--- config.mk ---
export PLATFORM = sky130hd
export DESIGN_NAME = edge_function_triangle_raster
export DESIGN_NICKNAME = d
export VERILOG_FILES = /design/src/rtl/efr_pkg.sv /design/src/rtl/efr_front.sv /design/src/rtl/efr_scan.sv /design/src/rtl/efr_edge.sv /design/src/rtl/edge_function_triangle_raster.sv
export SDC_FILE = /design/constraint.sdc
export NUM_CORES = 2
export LEC_CHECK = 0
export BUFFER_PORTS_ARGS = -buffer_cell sky130_fd_sc_hd__buf_2
export CORE_MARGIN = 2
export CORE_UTILIZATION = 36
export CTS_BUF_LIST = sky130_fd_sc_hd__clkbuf_8
export CTS_CLUSTER_SIZE = 12
export DETAILED_ROUTE_END_ITERATION = 16
export GPL_TIMING_DRIVEN = 1
export PLACE_DENSITY = 0.52
export SETUP_SLACK_MARGIN = 0.4
export SLEW_MARGIN = 20
export SYNTH_ARGS = -nofsm -noshare
export SYNTH_HDL_FRONTEND = slang
export SYNTH_SLANG_ARGS = --single-unit
--- constraint.sdc ---
create_clock -name clk -period 5.9 [get_ports clk]
set_input_delay 0.295 -clock clk [delete_from_list [all_inputs] [get_ports clk]]
set_output_delay 0.295 -clock clk [all_outputs]
set_load 0.02 [all_outputs]
--- src/rtl/efr_pkg.sv ---
// ----------------------------------------------------------------------------
// efr_pkg: shared types and constants of the edge function raster block
// Coordinate widths, the command queue entry, the scan issue record and the
// result record that travel between the front, the scan and the edge stages.
// ----------------------------------------------------------------------------
`default_nettype none

package efr_pkg;

  localparam int CoordBits  = 9;
  localparam int ColorBits  = 24;
  localparam int QueueDepth = 2;
  localparam int QPtrBits   = (QueueDepth > 1) ? $clog2(QueueDepth) : 1;
  localparam int QCntBits   = $clog2(QueueDepth + 1);
  localparam int DiffBits   = CoordBits + 1;
  localparam int ProdBits   = 2 * DiffBits;
  localparam int EdgeBits   = ProdBits + 1;

  typedef logic [CoordBits-1:0]        coord_t;
  typedef logic [ColorBits-1:0]        color_t;
  typedef logic signed [DiffBits-1:0]  diff_t;
  typedef logic signed [ProdBits-1:0]  prod_t;
  typedef logic signed [EdgeBits-1:0]  edge_t;

  typedef enum logic {
    CMD_LOAD = 1'b0,
    CMD_STEP = 1'b1
  } cmd_kind_t;

  typedef struct packed {
    cmd_kind_t kind;
    coord_t    ax;
    coord_t    ay;
    coord_t    bx;
    coord_t    by;
    coord_t    cx;
    coord_t    cy;
    color_t    color;
  } cmd_t;

  typedef struct packed {
    logic valid;
    cmd_t cmd;
  } cmd_deq_t;

  typedef struct packed {
    logic   valid;
    coord_t px;
    coord_t py;
    coord_t ax;
    coord_t ay;
    coord_t bx;
    coord_t by;
    coord_t cx;
    coord_t cy;
    color_t color;
    logic   last;
  } issue_t;

  typedef struct packed {
    logic   strobe;
    coord_t pos_x;
    coord_t pos_y;
    logic   covered;
    color_t color;
    logic   last;
  } result_t;

  function automatic coord_t min3(input coord_t a, input coord_t b, input coord_t c);
    coord_t m;
    m = (a < b) ? a : b;
    return (m < c) ? m : c;
  endfunction

  function automatic coord_t max3(input coord_t a, input coord_t b, input coord_t c);
    coord_t m;
    m = (a > b) ? a : b;
    return (m > c) ? m : c;
  endfunction

endpackage

`default_nettype wire

--- src/rtl/efr_front.sv ---
// ----------------------------------------------------------------------------
// efr_front: command intake and queue
// Takes a transaction, tags it as a load or a step and queues it for the scan.
// ----------------------------------------------------------------------------
`default_nettype none

module efr_front (
  input  wire logic            clk,
  input  wire logic            rst_n,
  input  wire logic            start,
  output logic                 busy,
  input  wire logic            in_req_type,
  input  wire efr_pkg::coord_t in_ax,
  input  wire efr_pkg::coord_t in_ay,
  input  wire efr_pkg::coord_t in_bx,
  input  wire efr_pkg::coord_t in_by_coord,
  input  wire efr_pkg::coord_t in_cx,
  input  wire efr_pkg::coord_t in_cy,
  input  wire efr_pkg::color_t in_fill_color,
  output efr_pkg::cmd_deq_t    deq
);

  efr_pkg::cmd_t                  mem_r [efr_pkg::QueueDepth];
  logic [efr_pkg::QPtrBits-1:0]   wr_ptr_r, wr_ptr_nxt;
  logic [efr_pkg::QPtrBits-1:0]   rd_ptr_r, rd_ptr_nxt;
  logic [efr_pkg::QCntBits-1:0]   count_r, count_nxt;
  efr_pkg::cmd_t                  new_cmd;
  logic                           push;
  logic                           pop;

  function automatic logic [efr_pkg::QPtrBits-1:0] ptr_inc(
    input logic [efr_pkg::QPtrBits-1:0] p);
    return (p == efr_pkg::QPtrBits'(efr_pkg::QueueDepth - 1)) ? '0 : p + 1'b1;
  endfunction

  assign busy = (count_r == efr_pkg::QCntBits'(efr_pkg::QueueDepth));
  assign push = start && !busy;
  // The scan side takes one entry every cycle while the queue is not empty.
  assign pop  = (count_r != '0);

  always_comb begin
    new_cmd.kind  = in_req_type ? efr_pkg::CMD_STEP : efr_pkg::CMD_LOAD;
    new_cmd.ax    = in_ax;
    new_cmd.ay    = in_ay;
    new_cmd.bx    = in_bx;
    new_cmd.by    = in_by_coord;
    new_cmd.cx    = in_cx;
    new_cmd.cy    = in_cy;
    new_cmd.color = in_fill_color;
  end

  always_comb begin
    wr_ptr_nxt = push ? ptr_inc(wr_ptr_r) : wr_ptr_r;
    rd_ptr_nxt = pop  ? ptr_inc(rd_ptr_r) : rd_ptr_r;
    count_nxt  = count_r + efr_pkg::QCntBits'(push) - efr_pkg::QCntBits'(pop);
  end

  always_ff @(posedge clk) begin
    if (!rst_n) begin
      wr_ptr_r <= '0;
      rd_ptr_r <= '0;
      count_r  <= '0;
    end else begin
      wr_ptr_r <= wr_ptr_nxt;
      rd_ptr_r <= rd_ptr_nxt;
      count_r  <= count_nxt;
    end
  end

  always_ff @(posedge clk) begin
    if (push) begin
      mem_r[wr_ptr_r] <= new_cmd;
    end
  end

  assign deq.valid = pop;
  assign deq.cmd   = mem_r[rd_ptr_r];

endmodule

`default_nettype wire

--- src/rtl/efr_scan.sv ---
// ----------------------------------------------------------------------------
// efr_scan: triangle store and bounding box scan sequencer
// Holds the vertices, color and box of the current triangle and walks the
// box column by column, issuing one position per step command while active.
// ----------------------------------------------------------------------------
`default_nettype none

module efr_scan (
  input  wire logic              clk,
  input  wire logic              rst_n,
  input  wire efr_pkg::cmd_deq_t deq,
  output efr_pkg::issue_t        issue
);

  efr_pkg::coord_t ax_r, ay_r, bx_r, by_r, cx_r, cy_r;
  efr_pkg::coord_t min_x_r, max_x_r, min_y_r, max_y_r;
  efr_pkg::coord_t scan_x_r, scan_x_nxt;
  efr_pkg::coord_t scan_y_r, scan_y_nxt;
  efr_pkg::color_t color_r;
  logic            active_r, active_nxt;
  logic            do_load;
  logic            do_step;
  logic            last;
  efr_pkg::coord_t ld_min_x, ld_max_x, ld_min_y, ld_max_y;

  assign do_load = deq.valid && (deq.cmd.kind == efr_pkg::CMD_LOAD);
  assign do_step = deq.valid && (deq.cmd.kind == efr_pkg::CMD_STEP) && active_r;
  assign last    = (scan_x_r >= max_x_r) && (scan_y_r >= max_y_r);

  assign ld_min_x = efr_pkg::min3(deq.cmd.ax, deq.cmd.bx, deq.cmd.cx);
  assign ld_max_x = efr_pkg::max3(deq.cmd.ax, deq.cmd.bx, deq.cmd.cx);
  assign ld_min_y = efr_pkg::min3(deq.cmd.ay, deq.cmd.by, deq.cmd.cy);
  assign ld_max_y = efr_pkg::max3(deq.cmd.ay, deq.cmd.by, deq.cmd.cy);

  always_comb begin
    scan_x_nxt = scan_x_r;
    scan_y_nxt = scan_y_r;
    active_nxt = active_r;
    priority if (do_load) begin
      scan_x_nxt = ld_min_x;
      scan_y_nxt = ld_min_y;
      active_nxt = 1'b1;
    end else if (do_step) begin
      priority if (last) begin
        active_nxt = 1'b0;
      end else if (scan_y_r < max_y_r) begin
        scan_y_nxt = scan_y_r + 1'b1;
      end else begin
        scan_y_nxt = min_y_r;
        scan_x_nxt = scan_x_r + 1'b1;
      end
    end else begin
      active_nxt = active_r;
    end
  end

  always_ff @(posedge clk) begin
    if (!rst_n) begin
      active_r <= 1'b0;
    end else begin
      active_r <= active_nxt;
    end
  end

  always_ff @(posedge clk) begin
    scan_x_r <= scan_x_nxt;
    scan_y_r <= scan_y_nxt;
    if (do_load) begin
      ax_r    <= deq.cmd.ax;
      ay_r    <= deq.cmd.ay;
      bx_r    <= deq.cmd.bx;
      by_r    <= deq.cmd.by;
      cx_r    <= deq.cmd.cx;
      cy_r    <= deq.cmd.cy;
      color_r <= deq.cmd.color;
      min_x_r <= ld_min_x;
      max_x_r <= ld_max_x;
      min_y_r <= ld_min_y;
      max_y_r <= ld_max_y;
    end
  end

  always_comb begin
    issue.valid = do_step;
    issue.px    = scan_x_r;
    issue.py    = scan_y_r;
    issue.ax    = ax_r;
    issue.ay    = ay_r;
    issue.bx    = bx_r;
    issue.by    = by_r;
    issue.cx    = cx_r;
    issue.cy    = cy_r;
    issue.color = color_r;
    issue.last  = last;
  end

  a_scan_x_in_box: assert property (@(posedge clk) disable iff (!rst_n)
    active_r |-> (scan_x_r >= min_x_r) && (scan_x_r <= max_x_r))
    else $error("scan x left the bounding box");

  a_scan_y_in_box: assert property (@(posedge clk) disable iff (!rst_n)
    active_r |-> (scan_y_r >= min_y_r) && (scan_y_r <= max_y_r))
    else $error("scan y left the bounding box");

  a_last_ends_scan: assert property (@(posedge clk) disable iff (!rst_n)
    (issue.valid && issue.last) |=> !active_r)
    else $error("scan still active after the last position");

endmodule

`default_nettype wire

--- src/rtl/efr_edge.sv ---
// ----------------------------------------------------------------------------
// efr_edge: pipelined edge function test
// Three stages: coordinate differences, cross products, then the sign test
// that drives the result registers.
// ----------------------------------------------------------------------------
`default_nettype none

module efr_edge (
  input  wire logic            clk,
  input  wire logic            rst_n,
  input  wire efr_pkg::issue_t issue,
  output efr_pkg::result_t     result
);

  // Edge lanes: A to B, B to C, C to A.
  efr_pkg::coord_t ex [3];
  efr_pkg::coord_t ey [3];
  efr_pkg::coord_t fx [3];
  efr_pkg::coord_t fy [3];

  // Stage 1: differences.
  logic            s1_valid_r;
  efr_pkg::coord_t s1_px_r, s1_py_r;
  efr_pkg::color_t s1_color_r;
  logic            s1_last_r;
  efr_pkg::diff_t  epx_r [3];
  efr_pkg::diff_t  epy_r [3];
  efr_pkg::diff_t  efx_r [3];
  efr_pkg::diff_t  efy_r [3];

  // Stage 2: products.
  logic            s2_valid_r;
  efr_pkg::coord_t s2_px_r, s2_py_r;
  efr_pkg::color_t s2_color_r;
  logic            s2_last_r;
  efr_pkg::prod_t  pa_r [3];
  efr_pkg::prod_t  pb_r [3];

  // Stage 3: sign test.
  efr_pkg::edge_t  e_val [3];
  logic            all_nonneg;
  logic            all_nonpos;
  efr_pkg::result_t res_r;

  always_comb begin
    ex[0] = issue.ax;  ey[0] = issue.ay;  fx[0] = issue.bx;  fy[0] = issue.by;
    ex[1] = issue.bx;  ey[1] = issue.by;  fx[1] = issue.cx;  fy[1] = issue.cy;
    ex[2] = issue.cx;  ey[2] = issue.cy;  fx[2] = issue.ax;  fy[2] = issue.ay;
  end

  always_ff @(posedge clk) begin
    if (!rst_n) begin
      s1_valid_r <= 1'b0;
      s2_valid_r <= 1'b0;
      res_r      <= '0;
    end else begin
      s1_valid_r    <= issue.valid;
      s2_valid_r    <= s1_valid_r;
      res_r.strobe  <= s2_valid_r;
      res_r.pos_x   <= s2_px_r;
      res_r.pos_y   <= s2_py_r;
      res_r.covered <= all_nonneg || all_nonpos;
      res_r.color   <= s2_color_r;
      res_r.last    <= s2_last_r;
    end
  end

  always_ff @(posedge clk) begin
    s1_px_r    <= issue.px;
    s1_py_r    <= issue.py;
    s1_color_r <= issue.color;
    s1_last_r  <= issue.last;
    for (int k = 0; k < 3; k++) begin
      epx_r[k] <= $signed({1'b0, ex[k]}) - $signed({1'b0, issue.px});
      epy_r[k] <= $signed({1'b0, ey[k]}) - $signed({1'b0, issue.py});
      efx_r[k] <= $signed({1'b0, fx[k]}) - $signed({1'b0, ex[k]});
      efy_r[k] <= $signed({1'b0, fy[k]}) - $signed({1'b0, ey[k]});
    end
  end

  always_ff @(posedge clk) begin
    s2_px_r    <= s1_px_r;
    s2_py_r    <= s1_py_r;
    s2_color_r <= s1_color_r;
    s2_last_r  <= s1_last_r;
    for (int k = 0; k < 3; k++) begin
      pa_r[k] <= efr_pkg::prod_t'(epx_r[k]) * efr_pkg::prod_t'(efy_r[k]);
      pb_r[k] <= efr_pkg::prod_t'(efx_r[k]) * efr_pkg::prod_t'(epy_r[k]);
    end
  end

  always_comb begin
    all_nonneg = 1'b1;
    all_nonpos = 1'b1;
    for (int k = 0; k < 3; k++) begin
      e_val[k]   = efr_pkg::edge_t'(pa_r[k]) - efr_pkg::edge_t'(pb_r[k]);
      all_nonneg = all_nonneg && !e_val[k][efr_pkg::EdgeBits-1];
      all_nonpos = all_nonpos && (e_val[k][efr_pkg::EdgeBits-1] || (e_val[k] == '0));
    end
  end

  assign result = res_r;

endmodule

`default_nettype wire

--- src/rtl/edge_function_triangle_raster.sv ---
// ----------------------------------------------------------------------------
// edge_function_triangle_raster: bounding box edge function rasterizer
// Loads a flat colored triangle and scans its vertex bounding box, one
// tested position per step transaction.
// ----------------------------------------------------------------------------
// Usage. A transaction is taken at a rising edge where start is high and
// busy is low. With in_req_type low it loads three vertices and a color,
// replaces any scan in progress and restarts at the box corner (min x,
// min y). With in_req_type high it advances the scan by one position; a
// step while no scan is active gives nothing. The scan runs x as the outer
// loop and y as the inner loop, and ends after the position flagged by
// out_last_pos.
// Each result is shown for exactly one cycle with out_strobe high, and is
// taken at the edge that closes that cycle; the consumer cannot hold it off.
// A step passes the command queue, the scan sequencer and the stage 1,
// stage 2 and result registers. Throughput is one transaction per clock:
// the scan sequencer advances one position per queued step, and the edge
// test behind it is fully pipelined. The two-entry command queue drains every
// cycle, so it never holds more than one entry and busy stays low.
// Reset (rst_n low, synchronous) empties the queue, idles the scan and
// clears the result strobe; no position is emitted until a load arrives.
// ----------------------------------------------------------------------------
`default_nettype none

module edge_function_triangle_raster (
  input  wire logic            clk,
  input  wire logic            rst_n,
  input  wire logic            start,
  output logic                 busy,
  input  wire logic            in_req_type,
  input  wire efr_pkg::coord_t in_ax,
  input  wire efr_pkg::coord_t in_ay,
  input  wire efr_pkg::coord_t in_bx,
  input  wire efr_pkg::coord_t in_by_coord,
  input  wire efr_pkg::coord_t in_cx,
  input  wire efr_pkg::coord_t in_cy,
  input  wire efr_pkg::color_t in_fill_color,
  output logic                 out_strobe,
  output efr_pkg::coord_t      out_pos_x,
  output efr_pkg::coord_t      out_pos_y,
  output logic                 out_covered,
  output efr_pkg::color_t      out_pixel_color,
  output logic                 out_last_pos
);

  efr_pkg::cmd_deq_t deq;
  efr_pkg::issue_t   issue;
  efr_pkg::result_t  result;

  // Front: intake, classification and the command queue.
  efr_front u_front (
    .clk           (clk),
    .rst_n         (rst_n),
    .start         (start),
    .busy          (busy),
    .in_req_type   (in_req_type),
    .in_ax         (in_ax),
    .in_ay         (in_ay),
    .in_bx         (in_bx),
    .in_by_coord   (in_by_coord),
    .in_cx         (in_cx),
    .in_cy         (in_cy),
    .in_fill_color (in_fill_color),
    .deq           (deq)
  );

  // Back, first part: triangle store and the box walk.
  efr_scan u_scan (
    .clk   (clk),
    .rst_n (rst_n),
    .deq   (deq),
    .issue (issue)
  );

  // Back, second part: the edge function of each triangle edge and the coverage decision.
  efr_edge u_edge (
    .clk    (clk),
    .rst_n  (rst_n),
    .issue  (issue),
    .result (result)
  );

  assign out_strobe      = result.strobe;
  assign out_pos_x       = result.pos_x;
  assign out_pos_y       = result.pos_y;
  assign out_covered     = result.covered;
  assign out_pixel_color = result.color;
  assign out_last_pos    = result.last;

endmodule

`default_nettype wire
Word level (Yosys, flattened, before mapping)
Memory sizes are Yosys's and may differ from the RTL's. A register that Yosys moved wholly into a read port is not among the register bits.
Cells that the tools add are included.

word-level totals
  register bits = 261
  memory bits (writable) = 398
  word-level logic and storage cells = 133
  memories kept = 7

operators by class
  $add $sub $neg = 21
  multipliers = 6
  magnitude comparators = 11
  eq/ne operators = 3
  mux-type cells = 26
  bitwise operators = 1
  reduce and logical (&&, ||, !) cells = 26

memories
  name             depth  width  read ports  clocked after Yosys merged registers in  write ports  line             source
  u_front.mem_r    2      79     1           1                                        1            efr_front.sv:23  efr_pkg::cmd_t mem_r [efr_pkg::QueueDepth];
  u_edge.pa_r      3      20     3           0                                        3            efr_edge.sv:36   efr_pkg::prod_t pa_r [3];
  u_edge.pb_r      3      20     3           0                                        3            efr_edge.sv:37   efr_pkg::prod_t pb_r [3];
  u_edge.efx_r     3      10     3           0                                        3            efr_edge.sv:28   efr_pkg::diff_t efx_r [3];
  u_edge.efy_r     3      10     3           0                                        3            efr_edge.sv:29   efr_pkg::diff_t efy_r [3];
  u_edge.epx_r     3      10     3           0                                        3            efr_edge.sv:26   efr_pkg::diff_t epx_r [3];
  1 more memories  -      -      -           -                                        -            -

operators by type and width
  cell                                                    count
  2-to-1 mux 9 bit                                        16
  multiplier 10 x 10 -> 20 bit                            6
  subtractor 9 x 9 -> 10 bit                              12
  logical NOT 21 bit                                      3
  subtractor 20 x 20 -> 21 bit                            3
  less-than comparator 9 bit                              5
  greater-than comparator 9 bit                           4
  adder 9 x 1 -> 9 bit (second input constant)            2
  >= comparator 9 bit                                     2
  2-to-1 mux 1 bit                                        10
  logical AND 1 bit                                       9
  nonzero test 2 bit                                      3
  logical NOT 1 bit                                       4
  logical OR 1 bit                                        4
  inequality test 2 x 1 -> 1 bit (second input constant)  2
  AND reduction 2 bit                                     2
  AND reduction 3 bit                                     1
  adder 1 bit (second input constant)                     2
  adder 2 x 1 -> 2 bit                                    1
  == test 2 bit (second input constant)                   1
  subtractor 2 x 1 -> 2 bit                               1
  NOT 1 bit                                               1

Depth between registers and ports, before layout
  word-level depth = 6
  gate-level depth with buffers = 28

Hierarchy
Synthesis repeated with hierarchy kept, for this count alone.

unflattened totals
  cell total of the unflattened synthesis = 5089
  area, all modules = 51805.9 µm²

by module, submodules not included
  module     instances  cells each  area an instance (µm²)
  efr_edge   1          4262        39052.5
  efr_scan   1          560         6824.0
  efr_front  1          267         5929.4

Worst setup path before layout
OpenSTA, ideal clock, no wires.

  kind = reg-to-reg
  from = register with a tool-made name
  to = register u_scan.scan_y_r[7], data pin
  data arrival time = 5.617 ns
  data required time = 5.640 ns
  setup slack = 0.023 ns
  cell stages (with the launch flop) = 28
  path buffers = 6
  path through = dfxtp_1 > clkbuf_1 > buf_2 > buf_2 > mux2i_1 > inv_1 > ha_1 > nor2b_1 > o21a_1 > o21a_1 > o21ai_1 > a21oi_1 > a211oi_2 > buf_2 > buf_2 > nor2_1 > a21oi_1 > ha_1 > a21o_1 > a21oi_1 > nor2_1 > a211oi_1 > nand3_1 > mux2_2 > a41oi_2 > buf_4 > mux2_1 > mux2_2

RTL lines
  item                    line            source
  end signal: assignment  efr_scan.sv:67  scan_y_r <= scan_y_nxt;
  end: declaration        efr_scan.sv:18  efr_pkg::coord_t scan_y_r, scan_y_nxt;

==> results.py <==
metrics = {
    "global_routing": {
        "antenna_found_initial": 6,
        "grtUsageTotal_pct": 17.30,
        "grt_pass1_vias": 36370,
        "grt_start_max_net_pins": 61,
        "grt_overflow": 0,
        "grt_pass1_wl_um": 200100,
    },
    "placement": {
        "dpl.hpwl_um": 99810,
        "io_buffers": 127,
        "gp_congestion": 0.8515,
    },
    "synth": {
        "synth_area_per_cell_um2": 10.15,
        "yosysSeqAreaShare_pct": 31.00,
        "synth_cells": 5093,
        "synth_area_leader_cell": "fa_1",
        "yosysTopAreaCellShare_pct": 21.72,
        "synth_cell_type_count": 78,
        "async_flop_share_pct": 0,
        "synth_fp_nets": 6270,
        "synth-edff-count": 281,
        "synthTopCellsByArea": "fa_1, edfxtp_1, dfxtp_1, ha_1, inv_1",
        "netlist_area_um2": 51700,
        "synth.cells.most_frequent": "inv_1, fa_1, ha_1",
        "synth_ff_type": "dfxtp_1",
        "yosysMostFrequentCell": "inv_1",
        "synth.ff_latch_count": 660,
        "yosysWarnings": 0,
    },
    "drt": {
        "dr.pass1.iters": 5,
        "drc_errors": 0,
        "routed_wl_um": 123700,
        "dr.first_iter.drc_count": 1574,
        "vias": 34160,
        "wl_per_cell_um": 16.86,
        "ant_nets": 0,
        "routed_via_density": 4.659,
    },
    "clocking": {
        "tritoncts": "yes",
        "cts_made_buffers": 115,
        "worstSkewPairLatency_ns": 0.83,
        "cts_num_sinks": 660,
        "cts_max_level": 3,
        "clk_pin_slew_ns": 0.07,
        "cts_root_buf": "clkbuf_8",
        "max-clock-path-buffers": 3,
    },
    "min_path": {
        "hold_depth": 2,
        "holdCritPathClass": "input port to register",
    },
    "timing": {
        "fin_crit_sh_pct": 89.69,
        "finalHoldViolations": 0,
        "setup_viol": 0,
        "slew_viol_final": 0,
        "worstMarginPinSlew_ns": 0.9920,
        "fin_skew_ns": 0.06532,
        "setup_tns_ns": 0,
        "relSlewSlack_pct": 33.71,
        "max_freq_ghz": 0.1890,
        "rsz0062_at_grt": "yes",
        "layout_min_cycle_time_ns": 5.292,
    },
    "worst_setup_path": {
        "critPathKind": "register to register",
        "critPathMaxFanout": 10,
        "worst-r2r-cell-count": 17,
        "cp.required_ns": 6.62,
        "worst_setup_path_start_kind": "register",
        "setup.worst_path.end_class": "register",
        "cp.arrival_ns": 6.01,
    },
    "floorplanning": {
        "start_util_pct": 36.12,
        "dieHeight_um": 383.0,
        "fp.coreArea_um2": 143100,
        "die_w_um": 383.0,
        "ioPinCount": 128,
        "rows": 139,
        "die-area_um2": 146700,
    },
    "status": {
        "status": "completed",
    },
    "job": {
        "cap_violations": 0,
    },
    "final_layout": {
        "drive_gt1_share_pct": 9.180,
        "nNetsFinal": 6505,
        "num-fill-cells": 14020,
        "area_growth_pct": 12.32,
    },
}
cell families (layout without fill, tap and decap cells):
family	after synthesis	in the layout	synth area share, %
AND/OR/NAND/NOR	1175	1175	11.25
buffers and inverters	1195	1527	8.731
flip-flops	660	660	31.00
adder cells (fa/ha/maj)	1095	1095	34.64
AO/OA/AOI/OAI	592	592	7.514
other	0	5	0
XOR/XNOR	232	232	3.930
multiplexers	144	144	2.931
final timing paths:
kind / start / slack, ns / to
max: u_edge.efy_r[0][15] / 0.61 / u_edge.pa_r[0][38]
min reg2reg: u_edge.s1_py_r[1] / 0.28 / u_edge.s2_py_r[1]
min: in_fill_color[3] / 0.18 / u_front.mem_r[1][3]
max reg2reg: u_edge.efy_r[0][15] / 0.61 / u_edge.pa_r[0][38]
per-stage QoR:
stage	util, %	hold slack, ns	instance area [µm²]	cells	setup slack, ns
2_1_floorplan	-	0.3096	51730	5093	0.4206
3_3_place_gp	38.07	0.3104	54490	7027	0.2221
3_5_place_dp	38.07	0.3121	54490	7027	0.2739
4_1_cts	40.43	0.08285	57870	7324	0.4117
5_1_grt	40.57	0.1378	58070	7332	0.3533
6_report	40.57	0.1835	58070	7333	0.6084
layer usage:
layer | global-route usage (%) | routed length, µm | up-vias
met5 | 0 | 0 | -
met4 | 5.621 | 3464 | 0
met3 | 2.656 | 5715 | 155
met2 | 28.11 | 56510 | 640
met1 | 23.58 | 57980 | 16640
li1 | - | - | 16730
cell type report:
class	count	area [µm²]	share of cell area, %
Clock buffer	135	1858	3.200
Clock inverter	79	664.4	1.144
Timing Repair Buffer	247	1773	3.053
Tap cell	1903	2381	4.100
Antenna cell	5	12.51	0.02155
Sequential cell	660	16100	27.73
Multi-Input combinational cell	3238	31270	53.85
Inverter	1066	4011	6.908
worst max-delay path, stage by stage (launching register included):
cell	delay [ns]
dfxtp_1	0.59
nand2_1	0.14
fa_1	0.53
inv_1	0.06
fa_1	0.55
fa_1	0.43
fa_1	0.49
inv_1	0.05
fa_1	0.47
inv_1	0.04
ha_1	0.36
and2_1	0.22
a22o_1	0.21
a311oi_1	0.29
nor3_1	0.17
a211o_1	0.29
a21oi_1	0.18
xnor2_1	0.13
what timing repair did:
action,4_1_cts,5_1_grt
buffers inserted,1,4
endpoints found under the hold margin,162,0
pin swaps,1,1
setup endpoints to repair,14,64
hold buffers,82,0
gates resized for setup,2,78
sequential cells by signal, summed over array words and instances (netlist names), 24 cells and up, named ones only:
signal and count:
u_edge.s1_color_r 24, u_edge.s2_color_r 24, u_edge.pb_r 60, u_edge.pa_r 60, u_edge.epx_r 30, u_edge.result 45, u_edge.efx_r 30, u_edge.epy_r 30
u_front.mem_r 158, u_scan.color_r 24, u_edge.efy_r 30
cells in the final DEF, fill, tap and decap left out, types with 15 or more instances in the layout:
master	n
dfxtp_2	57
buf_2	127
xnor2_1	165
clkbuf_8	135
nor3_1	30
and3_1	18
fa_1	561
mux2_2	57
edfxtp_1	281
dfxtp_1	321
nand2b_1	65
a31oi_1	16
xor2_1	67
a21o_1	106
nor2b_1	53
buf_4	33
nand2_1	413
inv_1	1086
clkinv_2	19
o21a_1	39
ha_1	534
dlygate4sd3_1	82
o21bai_1	22
nor2_1	175
nand3_1	55
o21ai_0	106
or3_1	19
clkinv_1	15
mux2i_1	80
a21oi_1	161
and2_1	287
Power is not shown: default switching activity piles up to over one toggle a cycle in this logic, so the estimate is an artifact.
